==> src/design/lcd4_pkg.sv <==
// Shared types and constants for the character-LCD 4-bit stream encoder.
// Holds operation codes, the queued command format and the instruction bytes.
// No dependencies.
`default_nettype none

package lcd4_pkg;

  typedef enum logic [2:0] {
    OP_PUT   = 3'd0,
    OP_CLEAR = 3'd1,
    OP_HOME  = 3'd2,
    OP_SET   = 3'd3,
    OP_INIT  = 3'd4
  } op_e;

  typedef enum logic [1:0] {
    CMD_DATA  = 2'd0,
    CMD_INSTR = 2'd1,
    CMD_INIT  = 2'd2
  } cmd_kind_e;

  typedef struct packed {
    cmd_kind_e  kind;
    logic [7:0] value;
  } cmd_t;

  localparam int unsigned FIFO_DEPTH = 4;
  localparam int unsigned FIFO_PW    = 2;
  localparam int unsigned FIFO_CW    = 3;

  localparam int unsigned STEP_W         = 4;
  localparam logic [3:0]  BYTE_LAST_STEP = 4'd3;
  localparam logic [3:0]  INIT_LAST_STEP = 4'd13;

  localparam logic [7:0] NEWLINE_CHAR = 8'h0A;
  localparam logic [7:0] END_CHAR     = 8'h00;
  localparam logic [7:0] INSTR_CLEAR  = 8'h01;
  localparam logic [7:0] INSTR_HOME   = 8'h02;
  localparam logic [3:0] INIT_NIBBLE  = 4'h2;

  localparam int unsigned APB_AW         = 3;
  localparam logic        REG_BACKLIGHT  = 1'b0;

  localparam logic [6:0] ROW_START [4] = '{7'h00, 7'h40, 7'h14, 7'h54};

  function automatic logic [7:0] init_byte(logic [1:0] i);
    logic [7:0] b;
    case (i)
      2'd0:    b = 8'h2C;
      2'd1:    b = 8'h0E;
      2'd2:    b = 8'h01;
      default: b = 8'h01;
    endcase
    return b;
  endfunction

  function automatic logic [7:0] ddram_addr(logic [1:0] row, logic [5:0] col);
    logic [6:0] sum;
    sum = ROW_START[row] + {1'b0, col};
    return {1'b1, sum};
  endfunction

endpackage

`default_nettype wire

==> src/design/lcd4_front.sv <==
// Front end: accepts LCD operations, tracks cursor and string state,
// and turns each operation into at most one queued command. Uses lcd4_pkg.
`default_nettype none

module lcd4_front #(
  parameter int unsigned COLUMNS          = 20,
  parameter int unsigned ROWS             = 4,
  parameter int unsigned MAX_STRING_CHARS = 80
) (
  input  wire logic              clk_i,
  input  wire logic              rst_ni,
  input  wire logic              push_i,
  input  wire logic              fifo_full_i,
  input  wire logic [2:0]        operation_i,
  input  wire logic [7:0]        character_i,
  input  wire logic              end_of_string_i,
  input  wire logic signed [5:0] move_columns_i,
  input  wire logic signed [3:0] move_rows_i,
  input  wire logic              relative_move_i,
  output logic                   cmd_valid_o,
  output lcd4_pkg::cmd_t         cmd_o
);

  localparam int unsigned CW  = $clog2(COLUMNS + 1);
  localparam int unsigned RW  = (ROWS > 1) ? $clog2(ROWS) : 1;
  localparam int unsigned NW  = $clog2(MAX_STRING_CHARS + 1);
  localparam int unsigned CUW = $clog2(16 * COLUMNS);
  localparam int unsigned RUW = $clog2(16 * ROWS) + 1;

  logic [CW-1:0]  col_q, col_d;
  logic [RW-1:0]  row_q, row_d;
  logic [NW-1:0]  cnt_q, cnt_d;
  logic           drop_q, drop_d;
  logic [CUW-1:0] col_v;
  logic [RUW-1:0] row_v;
  logic [RW-1:0]  row_next;
  logic           accept;
  logic           at_end;

  assign accept   = push_i && !fifo_full_i;
  assign at_end   = (col_q >= CW'(COLUMNS));
  assign row_next = (row_q == RW'(ROWS - 1)) ? '0 : row_q + RW'(1);

  // modular wrap by conditional subtraction of 8x, 4x, 2x, 1x the modulus
  always_comb begin
    col_v = ((relative_move_i) ? CUW'(col_q) : '0) + CUW'(4 * COLUMNS)
            + {{(CUW-6){move_columns_i[5]}}, move_columns_i};
    for (int k = 3; k >= 0; k--) begin
      if (col_v >= CUW'(COLUMNS << k)) col_v = col_v - CUW'(COLUMNS << k);
    end
    row_v = ((relative_move_i) ? RUW'(row_q) : '0) + RUW'(8 * ROWS)
            + {{(RUW-4){move_rows_i[3]}}, move_rows_i};
    for (int k = 3; k >= 0; k--) begin
      if (row_v >= RUW'(ROWS << k)) row_v = row_v - RUW'(ROWS << k);
    end
  end

  always_comb begin
    col_d       = col_q;
    row_d       = row_q;
    cnt_d       = cnt_q;
    drop_d      = drop_q;
    cmd_valid_o = 1'b0;
    cmd_o.kind  = lcd4_pkg::CMD_INSTR;
    cmd_o.value = '0;
    if (accept) begin
      case (operation_i)
        lcd4_pkg::OP_PUT: begin
          if (character_i != lcd4_pkg::END_CHAR && !drop_q &&
              cnt_q < NW'(MAX_STRING_CHARS)) begin
            cnt_d       = cnt_q + NW'(1);
            cmd_valid_o = 1'b1;
            if (character_i == lcd4_pkg::NEWLINE_CHAR || at_end) begin
              row_d       = row_next;
              col_d       = '0;
              cmd_o.value = lcd4_pkg::ddram_addr(2'(row_next), 6'd0);
              if (at_end) drop_d = 1'b1;
            end else begin
              cmd_o.kind  = lcd4_pkg::CMD_DATA;
              cmd_o.value = character_i;
              col_d       = col_q + CW'(1);
            end
          end
          if (character_i == lcd4_pkg::END_CHAR || end_of_string_i) begin
            drop_d = 1'b0;
            cnt_d  = '0;
          end
        end
        lcd4_pkg::OP_CLEAR: begin
          row_d       = '0;
          col_d       = '0;
          cmd_valid_o = 1'b1;
          cmd_o.value = lcd4_pkg::INSTR_CLEAR;
        end
        lcd4_pkg::OP_HOME: begin
          row_d       = '0;
          col_d       = '0;
          cmd_valid_o = 1'b1;
          cmd_o.value = lcd4_pkg::INSTR_HOME;
        end
        lcd4_pkg::OP_SET: begin
          row_d       = RW'(row_v);
          col_d       = CW'(col_v);
          cmd_valid_o = 1'b1;
          cmd_o.value = lcd4_pkg::ddram_addr(2'(RW'(row_v)), 6'(CW'(col_v)));
        end
        lcd4_pkg::OP_INIT: begin
          row_d       = '0;
          col_d       = '0;
          cmd_valid_o = 1'b1;
          cmd_o.kind  = lcd4_pkg::CMD_INIT;
        end
        default: begin
        end
      endcase
    end
  end

  always_ff @(posedge clk_i or negedge rst_ni) begin
    if (!rst_ni) begin
      col_q  <= '0;
      row_q  <= '0;
      cnt_q  <= '0;
      drop_q <= 1'b0;
    end else begin
      col_q  <= col_d;
      row_q  <= row_d;
      cnt_q  <= cnt_d;
      drop_q <= drop_d;
    end
  end

endmodule

`default_nettype wire

==> src/design/lcd4_cmd_fifo.sv <==
// Short command queue between the front end and the nibble sequencer.
// Depth and command format come from lcd4_pkg.
`default_nettype none

module lcd4_cmd_fifo (
  input  wire logic            clk_i,
  input  wire logic            rst_ni,
  input  wire logic            push_i,
  input  wire lcd4_pkg::cmd_t  cmd_i,
  output logic                 full_o,
  input  wire logic            pop_i,
  output lcd4_pkg::cmd_t       cmd_o,
  output logic                 empty_o
);

  lcd4_pkg::cmd_t                  mem_q [lcd4_pkg::FIFO_DEPTH];
  logic [lcd4_pkg::FIFO_PW-1:0]    wr_q, wr_d, rd_q, rd_d;
  logic [lcd4_pkg::FIFO_CW-1:0]    cnt_q, cnt_d;
  logic                            do_wr, do_rd;

  assign full_o  = (cnt_q == lcd4_pkg::FIFO_CW'(lcd4_pkg::FIFO_DEPTH));
  assign empty_o = (cnt_q == '0);
  assign do_wr   = push_i && !full_o;
  assign do_rd   = pop_i && !empty_o;
  assign cmd_o   = mem_q[rd_q];

  always_comb begin
    wr_d  = do_wr ? wr_q + lcd4_pkg::FIFO_PW'(1) : wr_q;
    rd_d  = do_rd ? rd_q + lcd4_pkg::FIFO_PW'(1) : rd_q;
    cnt_d = cnt_q;
    if (do_wr && !do_rd) cnt_d = cnt_q + lcd4_pkg::FIFO_CW'(1);
    if (!do_wr && do_rd) cnt_d = cnt_q - lcd4_pkg::FIFO_CW'(1);
  end

  always_ff @(posedge clk_i) begin
    if (do_wr) mem_q[wr_q] <= cmd_i;
  end

  always_ff @(posedge clk_i or negedge rst_ni) begin
    if (!rst_ni) begin
      wr_q  <= '0;
      rd_q  <= '0;
      cnt_q <= '0;
    end else begin
      wr_q  <= wr_d;
      rd_q  <= rd_d;
      cnt_q <= cnt_d;
    end
  end

endmodule

`default_nettype wire

==> src/design/lcd4_back.sv <==
// Back end: expands queued commands into expander bytes, one per cycle unless
// the receiver stalls, into an output register. Uses lcd4_pkg for command format and init bytes.
`default_nettype none

module lcd4_back (
  input  wire logic            clk_i,
  input  wire logic            rst_ni,
  input  wire logic            cmd_valid_i,
  input  wire lcd4_pkg::cmd_t  cmd_i,
  output logic                 cmd_pop_o,
  input  wire logic            backlight_i,
  input  wire logic            pop_i,
  output logic                 empty_o,
  output logic [7:0]           bus_byte_o,
  output logic                 last_o
);

  logic [lcd4_pkg::STEP_W-1:0] step_q, step_d, idx, last_step;
  logic                        out_valid_q, out_valid_d;
  logic [7:0]                  out_byte_q, byte_d;
  logic                        out_last_q;
  logic                        advance, cmd_done;
  logic [3:0]                  nib;
  logic                        en, rs;
  logic [7:0]                  ib;

  assign last_step = (cmd_i.kind == lcd4_pkg::CMD_INIT) ? lcd4_pkg::INIT_LAST_STEP
                                                       : lcd4_pkg::BYTE_LAST_STEP;
  assign advance   = cmd_valid_i && (!out_valid_q || pop_i);
  assign cmd_done  = (step_q == last_step);
  assign cmd_pop_o = advance && cmd_done;
  assign idx       = step_q - lcd4_pkg::STEP_W'(2);
  assign ib        = lcd4_pkg::init_byte(idx[3:2]);

  always_comb begin
    nib = cmd_i.value[7:4];
    en  = !step_q[0];
    rs  = 1'b0;
    case (cmd_i.kind)
      lcd4_pkg::CMD_INIT: begin
        if (step_q < lcd4_pkg::STEP_W'(2)) begin
          nib = lcd4_pkg::INIT_NIBBLE;
        end else begin
          nib = idx[1] ? ib[3:0] : ib[7:4];
          en  = !idx[0];
        end
      end
      lcd4_pkg::CMD_DATA: begin
        nib = step_q[1] ? cmd_i.value[3:0] : cmd_i.value[7:4];
        rs  = 1'b1;
      end
      default: begin
        nib = step_q[1] ? cmd_i.value[3:0] : cmd_i.value[7:4];
      end
    endcase
    byte_d = {nib, backlight_i, en, 1'b0, rs};
  end

  always_comb begin
    step_d      = step_q;
    out_valid_d = out_valid_q;
    if (advance) begin
      step_d      = cmd_done ? '0 : step_q + lcd4_pkg::STEP_W'(1);
      out_valid_d = 1'b1;
    end else if (pop_i) begin
      out_valid_d = 1'b0;
    end
  end

  always_ff @(posedge clk_i) begin
    if (advance) begin
      out_byte_q <= byte_d;
      out_last_q <= cmd_done;
    end
  end

  always_ff @(posedge clk_i or negedge rst_ni) begin
    if (!rst_ni) begin
      step_q      <= '0;
      out_valid_q <= 1'b0;
    end else begin
      step_q      <= step_d;
      out_valid_q <= out_valid_d;
    end
  end

  assign empty_o    = !out_valid_q;
  assign bus_byte_o = out_byte_q;
  assign last_o     = out_last_q;

endmodule

`default_nettype wire

==> src/design/char_lcd_4bit_stream_encoder_unit.sv <==
// Top level of the character-LCD 4-bit stream encoder.
// Instantiates lcd4_front, lcd4_cmd_fifo and lcd4_back; uses lcd4_pkg.
//
// Usage: LCD operations enter through a queue-style port (push/full); a
// transaction completes on a clock edge with push high and full low.
// Expander bytes leave through a queue-style port (empty/pop); the byte on
// bus_byte_o is valid while empty is low and is taken when pop is high.
// last_o marks the final byte caused by one operation.
// A character, clear, home or set-cursor operation gives four bytes, init
// gives fourteen, and dropped characters or unused codes give none.
// With the queue idle, an accepted operation is written into the command
// queue and then its first byte into the output register.
// Throughput: one output byte per cycle from the nibble sequencer unless the
// receiver stalls; operations without output queue no command. A four-entry
// command queue decouples the two sides. When the receiver stalls, the output
// register holds its byte and the queue fills, then full rises. The backlight
// register (APB, byte address 0, bit 0) resets to on; reset empties the queue
// and zeroes the cursor.
`default_nettype none

module char_lcd_4bit_stream_encoder_unit #(
  parameter int unsigned COLUMNS          = 20,
  parameter int unsigned ROWS             = 4,
  parameter int unsigned MAX_STRING_CHARS = 80
) (
  input  wire logic                        clk_i,
  input  wire logic                        rst_ni,
  input  wire logic                        psel,
  input  wire logic                        penable,
  input  wire logic                        pwrite,
  input  wire logic [lcd4_pkg::APB_AW-1:0] paddr,
  input  wire logic [31:0]                 pwdata,
  output logic [31:0]                      prdata,
  output logic                             pready,
  input  wire logic                        push,
  output logic                             full,
  input  wire logic [2:0]                  operation_i,
  input  wire logic [7:0]                  character_i,
  input  wire logic                        end_of_string_i,
  input  wire logic signed [5:0]           move_columns_i,
  input  wire logic signed [3:0]           move_rows_i,
  input  wire logic                        relative_move_i,
  output logic                             empty,
  input  wire logic                        pop,
  output logic [7:0]                       bus_byte_o,
  output logic                             last_o
);

  logic           backlight_q;
  logic           cfg_wr;
  logic           fe_valid;
  lcd4_pkg::cmd_t fe_cmd, q_cmd;
  logic           q_full, q_empty, q_pop;

  assign pready = 1'b1;
  assign cfg_wr = psel && penable && pwrite && pready &&
                  (paddr[2] == lcd4_pkg::REG_BACKLIGHT);
  assign prdata = (paddr[2] == lcd4_pkg::REG_BACKLIGHT) ? {31'd0, backlight_q} : 32'd0;
  assign full   = q_full;

  always_ff @(posedge clk_i or negedge rst_ni) begin
    if (!rst_ni) begin
      backlight_q <= 1'b1;
    end else if (cfg_wr) begin
      backlight_q <= pwdata[0];
    end
  end

  lcd4_front #(
    .COLUMNS          (COLUMNS),
    .ROWS             (ROWS),
    .MAX_STRING_CHARS (MAX_STRING_CHARS)
  ) u_front (
    .clk_i           (clk_i),
    .rst_ni          (rst_ni),
    .push_i          (push),
    .fifo_full_i     (q_full),
    .operation_i     (operation_i),
    .character_i     (character_i),
    .end_of_string_i (end_of_string_i),
    .move_columns_i  (move_columns_i),
    .move_rows_i     (move_rows_i),
    .relative_move_i (relative_move_i),
    .cmd_valid_o     (fe_valid),
    .cmd_o           (fe_cmd)
  );

  lcd4_cmd_fifo u_fifo (
    .clk_i   (clk_i),
    .rst_ni  (rst_ni),
    .push_i  (fe_valid),
    .cmd_i   (fe_cmd),
    .full_o  (q_full),
    .pop_i   (q_pop),
    .cmd_o   (q_cmd),
    .empty_o (q_empty)
  );

  lcd4_back u_back (
    .clk_i       (clk_i),
    .rst_ni      (rst_ni),
    .cmd_valid_i (!q_empty),
    .cmd_i       (q_cmd),
    .cmd_pop_o   (q_pop),
    .backlight_i (backlight_q),
    .pop_i       (pop),
    .empty_o     (empty),
    .bus_byte_o  (bus_byte_o),
    .last_o      (last_o)
  );

endmodule

`default_nettype wire

==> config.mk <==
export PLATFORM = sky130hd
export DESIGN_NAME = char_lcd_4bit_stream_encoder_unit
export DESIGN_NICKNAME = d
export VERILOG_FILES = /design/src/design/lcd4_pkg.sv /design/src/design/lcd4_front.sv /design/src/design/lcd4_cmd_fifo.sv /design/src/design/lcd4_back.sv /design/src/design/char_lcd_4bit_stream_encoder_unit.sv
export SDC_FILE = /design/constraint.sdc
export NUM_CORES = 1
export LEC_CHECK = 0
export BUFFER_PORTS_ARGS = -buffer_cell sky130_fd_sc_hd__buf_2
export CORE_MARGIN = 2
export CORE_UTILIZATION = 59
export CTS_BUF_LIST = sky130_fd_sc_hd__clkbuf_4 sky130_fd_sc_hd__clkbuf_8 sky130_fd_sc_hd__clkbuf_16
export DETAILED_ROUTE_END_ITERATION = 7
export MAX_ROUTING_LAYER = met4
export PLACE_DENSITY = 0.86
export SYNTH_ARGS = -nofsm -noshare
export SYNTH_HDL_FRONTEND = slang
export SYNTH_SLANG_ARGS = --single-unit
==> constraint.sdc <==
create_clock -name clk_i -period 8 [get_ports clk_i]
set_input_delay 0.4 -clock clk_i [delete_from_list [all_inputs] [get_ports clk_i]]
set_output_delay 0.4 -clock clk_i [all_outputs]
set_load 0.05 [all_outputs]
== Yosys cells after proc, flatten, opt, wreduce, memory -nomap -nowiden ==
Memory sizes are Yosys's and may differ from the RTL's.
Cells that the tools add are included.
Storage, ports and cells
  register bits: 36
  bits in latches: 0
  RAM bits: 40
  bits in read-only memories: 0
  output and inout bits: 44
  memories: 1
Operators by class
  $add $sub $neg: 22
  multiply operators: 0
  div/mod/pow operators: 0
  magnitude comparators: 13
  equal/unequal tests: 12
  shift operators: 0
  muxes and demuxes: 55
  bitwise operators: 3
  reductions and logical operators: 41
Memory list
  u_fifo.mem_q: depth 4, width 10, rd ports 1, clocked after Yosys merged registers in 0, write ports 1, line lcd4_cmd_fifo.sv:16  | lcd4_pkg::cmd_t mem_q [lcd4_pkg::FIFO_DEPTH];
Operator list (number)
  7-bit two-way mux: 9
  8-bit one-hot mux with 4 select lines: 1
  7-bit binary-select mux with 2-bit select: 2
  9-bit two-way mux: 3
  4-bit two-way mux: 6
  10-bit two-way mux: 2
  5-bit two-way mux: 4
  1-bit two-way mux: 15
  5-bit one-hot mux with 3 select lines: 1
  1-bit logical AND: 12
  6-bit one-hot mux with 2 select lines: 1
  2-bit two-way mux: 5
  2-bit nonzero test: 5
  9-bit by 7-bit adder with 9-bit output, second input constant: 1
  9-bit adder: 1
  9-bit by 5-bit greater-or-equal comparator with 1-bit output, second input constant: 1
  9-bit by 6-bit greater-or-equal comparator with 1-bit output, second input constant: 1
  9-bit by 7-bit greater-or-equal comparator with 1-bit output, second input constant: 1
  9-bit by 8-bit greater-or-equal comparator with 1-bit output, second input constant: 1
  9-bit by 6-bit subtractor with 9-bit output, second input constant: 1
  9-bit by 7-bit subtractor with 9-bit output, second input constant: 1
  9-bit by 8-bit subtractor with 9-bit output, second input constant: 1
  8-bit by 4-bit equality test with 1-bit output, second input constant: 1
  1-bit logical NOT: 8
  other kinds (48): 62

== Depth between registers and ports, before layout ==
  depth after elaboration: 18
  gate-level depth with buffers: 27
  gate-level depth less buffers: 25

== Hierarchy ==
From an unflattened synthesis, not the netlist that was laid out.
Unflattened totals
  cells, all modules: 482
  area total of the unflattened synthesis: 5242.5 um2
Modules (own cells, without submodules)
  lcd4_front: times used 1, cells an instance 288, area an instance 2294.7 um2, sequential area each 375.4 um2
  lcd4_cmd_fifo: times used 1, cells an instance 89, area an instance 1885.6 um2, sequential area each 1376.3 um2
  lcd4_back: times used 1, cells an instance 66, area an instance 755.7 um2, sequential area each 365.4 um2
  char_lcd_4bit_stream_encoder_unit: times used 1, cells an instance 39, area an instance 306.5 um2, sequential area each 26.3 um2

== Worst setup path after synthesis ==
No wires, ideal clock.
  path type: flip-flop to flip-flop
  start point: reg u_front.col_q[1]
  end point: mem u_fifo.mem_q[0][4] in the netlist's numbering, data pin
  library setup time: 0.273 ns
  arrival: 4.839 ns
  required time: 7.727 ns
  path slack: 2.889 ns
  stages on the path, launching flop included: 27
  clock period less this slack: 5.111 ns
  cell sequence: dfrtp_1 > and2_1 > ha_1 > ha_1 > fa_1 > a211oi_4 > nor3_2 > nor2b_2 > buf_6 > inv_6 > ha_1 > inv_1 > ha_1 > buf_2 > a211oi_1 > o2111ai_1 > a21oi_1 > or4_4 > a31o_4 > nor2_1 > o21ai_0 > and2_1 > ha_1 > ha_1 > xor2_1 > a21oi_1 > nor2_1
RTL lines
  from (decl): line lcd4_front.sv:30  | logic [CW-1:0] col_q, col_d;
  from (signal assigned): line lcd4_front.sv:126  | col_q <= col_d;
  to (decl): line lcd4_cmd_fifo.sv:16

==> results.cfg <==
[status]
status = complete, no violations

[sta]
layout_min_cycle_time_ns = 5.97
worst_pin_slew_ns = 0.944
finalCritPeriodShare_pct = 74.6
rsz0062_at_grt = false
fin_ws_ns = 2.03
finalMaxSlewViolations = 0
fmax_mhz = 167
fin_hold_ws_ns = 0.0688
tns_ns = 0
slew_headroom_pct = 37.1
skew_ns = 0.00820
hold_viol_final = 0
setup_viol = 0

[global_routing]
grt_pass1_vias = 3407
grt_max_degree = 29
overflow = 0
antenna_found_initial = 0
track_usage_pct = 23.9
grt_pass1_wl_um = 16200

[place]
post-place-cells = 603
dp_hpwl_um = 7520
gp_congestion = 0.876
preCtsSetupSlack_ns = 2.00
io_buffers = 40

[yosys]
synth_cell_types = 81
syn_area_um2 = 4930
synth_ff_type = edfxtp_1
yosysSeqAreaShare_pct = 43.4
synth_warnings = 0
syn_inst = 473
syn_avg_cell_area_um2 = 10.4
synth_seq_cells = 76
async_reset_ff_share_pct = 36.8
synth-edff-count = 48

[layout]
antenna_cells = 0
drive_gt1_share_pct = 18.1
final_cell_mix = edfxtp_1 (48), buf_2 (40), nor2_1 (38)
nNetsFinal = 605
final_cells = 619
num-fill-cells = 638
synthToLayoutAreaGrowth_pct = 6.44
final_common_cell = edfxtp_1

[clock_tree]
insertion_delay_ns = 0.35
hold_buffers = 0
path_clk_slew_ns = 0.08
cts_tree = yes
htree_levels = 3
clockRootBuffer = clkbuf_8
cts_setup_buffers = 0
cts_buffers = 9
cts_resized = 0
clock_path_buffers = 2
cts_num_sinks = 76

[floorplan]
io-pin-count = 109
fp-row-count = 33
core_area_um2 = 8180
die_y_um = 95.5
start_util_pct = 60.4
die_width_um = 95.5
die_area_um2 = 9110

[detailed_routing]
post-route-drc-count = 0
num_vias = 3645
drtPass1Iterations = 5
ant_nets = 0
vias_per_cell = 5.89
drt_iter0_drc = 238
detail_route.wl_per_cell_um = 16.1
routed_wl_um = 9980

[setup_path]
crit_path_start_kind = flop
crit_arrival_ns = 6.06
crit_fanout = 11
worstPathRequired_ns = 8.09
end_kind = flop
critPathKind = flop to flop

[power_and_ir_drop]
p_switching_uw = 768
seq_power_share_pct = 36.2
sw_frac_of_total_pct = 43.8
p_comb_share_pct = 48.5
p_leak_nw = 2.20
clkPwrFrac_pct = 15.3
p_int_uw = 984
power_density_nw_per_um2 = 334
ir_drop_v = 0.000134

[hold_path]
hold_class = input pin to async pin

[job]
cap_violations = 0
state kept, by name, summed over array words and instances (netlist names):
signal and cells:
u_fifo.cnt_q 3, u_back.bus_byte_o 7, u_back.step_q 4, u_back.last_o 1, u_fifo.wr_q 2, u_front.row_q 2
u_front.drop_q 1, backlight_q 1, u_back.out_valid_q 1, u_front.cnt_q 7, u_front.col_q 5, u_fifo.rd_q 2
u_fifo.mem_q 40
worst max-delay path, cell delays in order (launching register included):
cell	delay, ns
dfrtp_1	0.41
and2_1	0.17
ha_1	0.27
ha_1	0.23
fa_1	0.47
a211oi_4	0.36
nor3_2	0.09
nor2b_2	0.37
inv_6	0.08
ha_1	0.19
inv_1	0.06
ha_1	0.44
nor4_1	0.14
o2111ai_1	0.32
a21oi_1	0.14
or4_4	0.44
a31o_4	0.26
nor2_1	0.07
o21ai_0	0.12
and2_1	0.18
ha_1	0.21
ha_1	0.19
xor2_1	0.15
a21oi_1	0.22
nor2_1	0.13
cell families after synthesis:
| family | Yosys count | share of synthesized area, % |
|---|---|---|
| AOI/OAI and AO/OA | 109 | 15.2 |
| xor gates and xnor gates | 19 | 3.52 |
| adders and majority gates | 31 | 8.16 |
| buffers and inverters | 76 | 8.70 |
| DFF | 76 | 43.4 |
| muxes | 14 | 5.40 |
| other | 2 | 0.152 |
| and+or+nand+nor | 146 | 15.4 |
final cells by class:
class / count / area, µm² / area share (%)
Tap cell: 105 / 131 / 2.50
Multi-Input combinational cell: 352 / 2480 / 47.2
Timing Repair Buffer: 40 / 200 / 3.81
Clock inverter: 7 / 57.6 / 1.10
Inverter: 30 / 118 / 2.24
Sequential cell: 76 / 2140 / 40.8
Clock buffer: 9 / 124 / 2.36
synth_stat cells, types with 2 or more instances:
library cell / count / share of area (%)
nor3_2: 2 / 0.41
nand2b_1: 5 / 0.63
ha_1: 29 / 7.4
a22oi_1: 5 / 0.76
nand2_1: 36 / 2.7
and2_1: 11 / 1.4
buf_4: 34 / 5.2
a31o_2: 2 / 0.36
nor4_1: 6 / 0.76
fa_1: 2 / 0.81
o22ai_1: 3 / 0.38
nor2b_1: 3 / 0.38
xor2_1: 9 / 1.6
edfxtp_1: 48 / 29
a211oi_1: 4 / 0.61
buf_1: 2 / 0.15
nor3_1: 7 / 0.71
a21o_1: 4 / 0.61
o21ai_0: 23 / 2.3
o31ai_1: 5 / 0.76
dfrtp_1: 27 / 14
nand3_1: 9 / 0.91
mux4_2: 10 / 4.6
nand3b_1: 2 / 0.30
nor3b_1: 2 / 0.30
or3_1: 3 / 0.38
o21ai_1: 3 / 0.30
buf_2: 2 / 0.20
conb_1: 2 / 0.15
inv_1: 27 / 2.1
o211ai_1: 2 / 0.30
nor2_1: 38 / 2.9
xnor2_1: 9 / 1.6
nand4_1: 4 / 0.51
a21oi_1: 30 / 3.0
o21a_1: 2 / 0.30
and3_1: 4 / 0.51
a221oi_1: 4 / 0.71
clkbuf_1: 6 / 0.46
or2_2: 2 / 0.25
a31oi_1: 3 / 0.38
mux2i_1: 3 / 0.61
worst paths after layout:
check                                  from                 end  slack, ns  depth (start not counted)
setup / recovery           u_front.col_q[1]  u_fifo.mem_q[0][4]       2.03                         24
hold / removal                       rst_ni  u_back.out_valid_q       0.07                          1
setup reg to reg           u_front.col_q[1]  u_fifo.mem_q[0][4]       2.03                         24
hold reg to reg              u_front.drop_q      u_front.drop_q       0.49                          2
max in group asynchronous            rst_ni      u_fifo.rd_q[1]       7.51                          1
min in group clk_i                      pop  u_back.out_valid_q       0.27                          2
power by group through the flow:
stage / clock [mW] / combinational (mW) / sequential [mW]
2_1_floorplan: 0 / 0.661 / 0.660
3_3_place_gp: 0 / 0.806 / 0.634
3_5_place_dp: 0 / 0.839 / 0.644
4_1_cts: 0.272 / 0.846 / 0.636
5_1_grt: 0.288 / 0.942 / 0.652
6_report: 0.267 / 0.850 / 0.635
stage by stage:
| stage | power, mW | util [%] | instance area, µm² |
|---|---|---|---|
| after global routing | 1.88 | 64.2 | 5250 |
| final | 1.75 | 64.2 | 5250 |
| after detailed placement | 1.48 | 62.0 | 5070 |
| after floorplan | 1.32 | - | 5050 |
| after global placement | 1.44 | 62.0 | 5070 |
| after CTS | 1.75 | 64.2 | 5250 |
routing by layer:
metal | share of wire [%] | wire length [µm] | vias to the layer above | global-route usage [%]
met5 | 0 | 0 | - | -
met4 | 1.8 | 183 | 0 | 6.90
met3 | 6.2 | 614 | 17 | 5.06
met2 | 48 | 4750 | 134 | 38.4
met1 | 44 | 4430 | 1761 | 30.9
li1 | - | - | 1733 | -
Note: power is estimated with default switching activity, not from simulation.
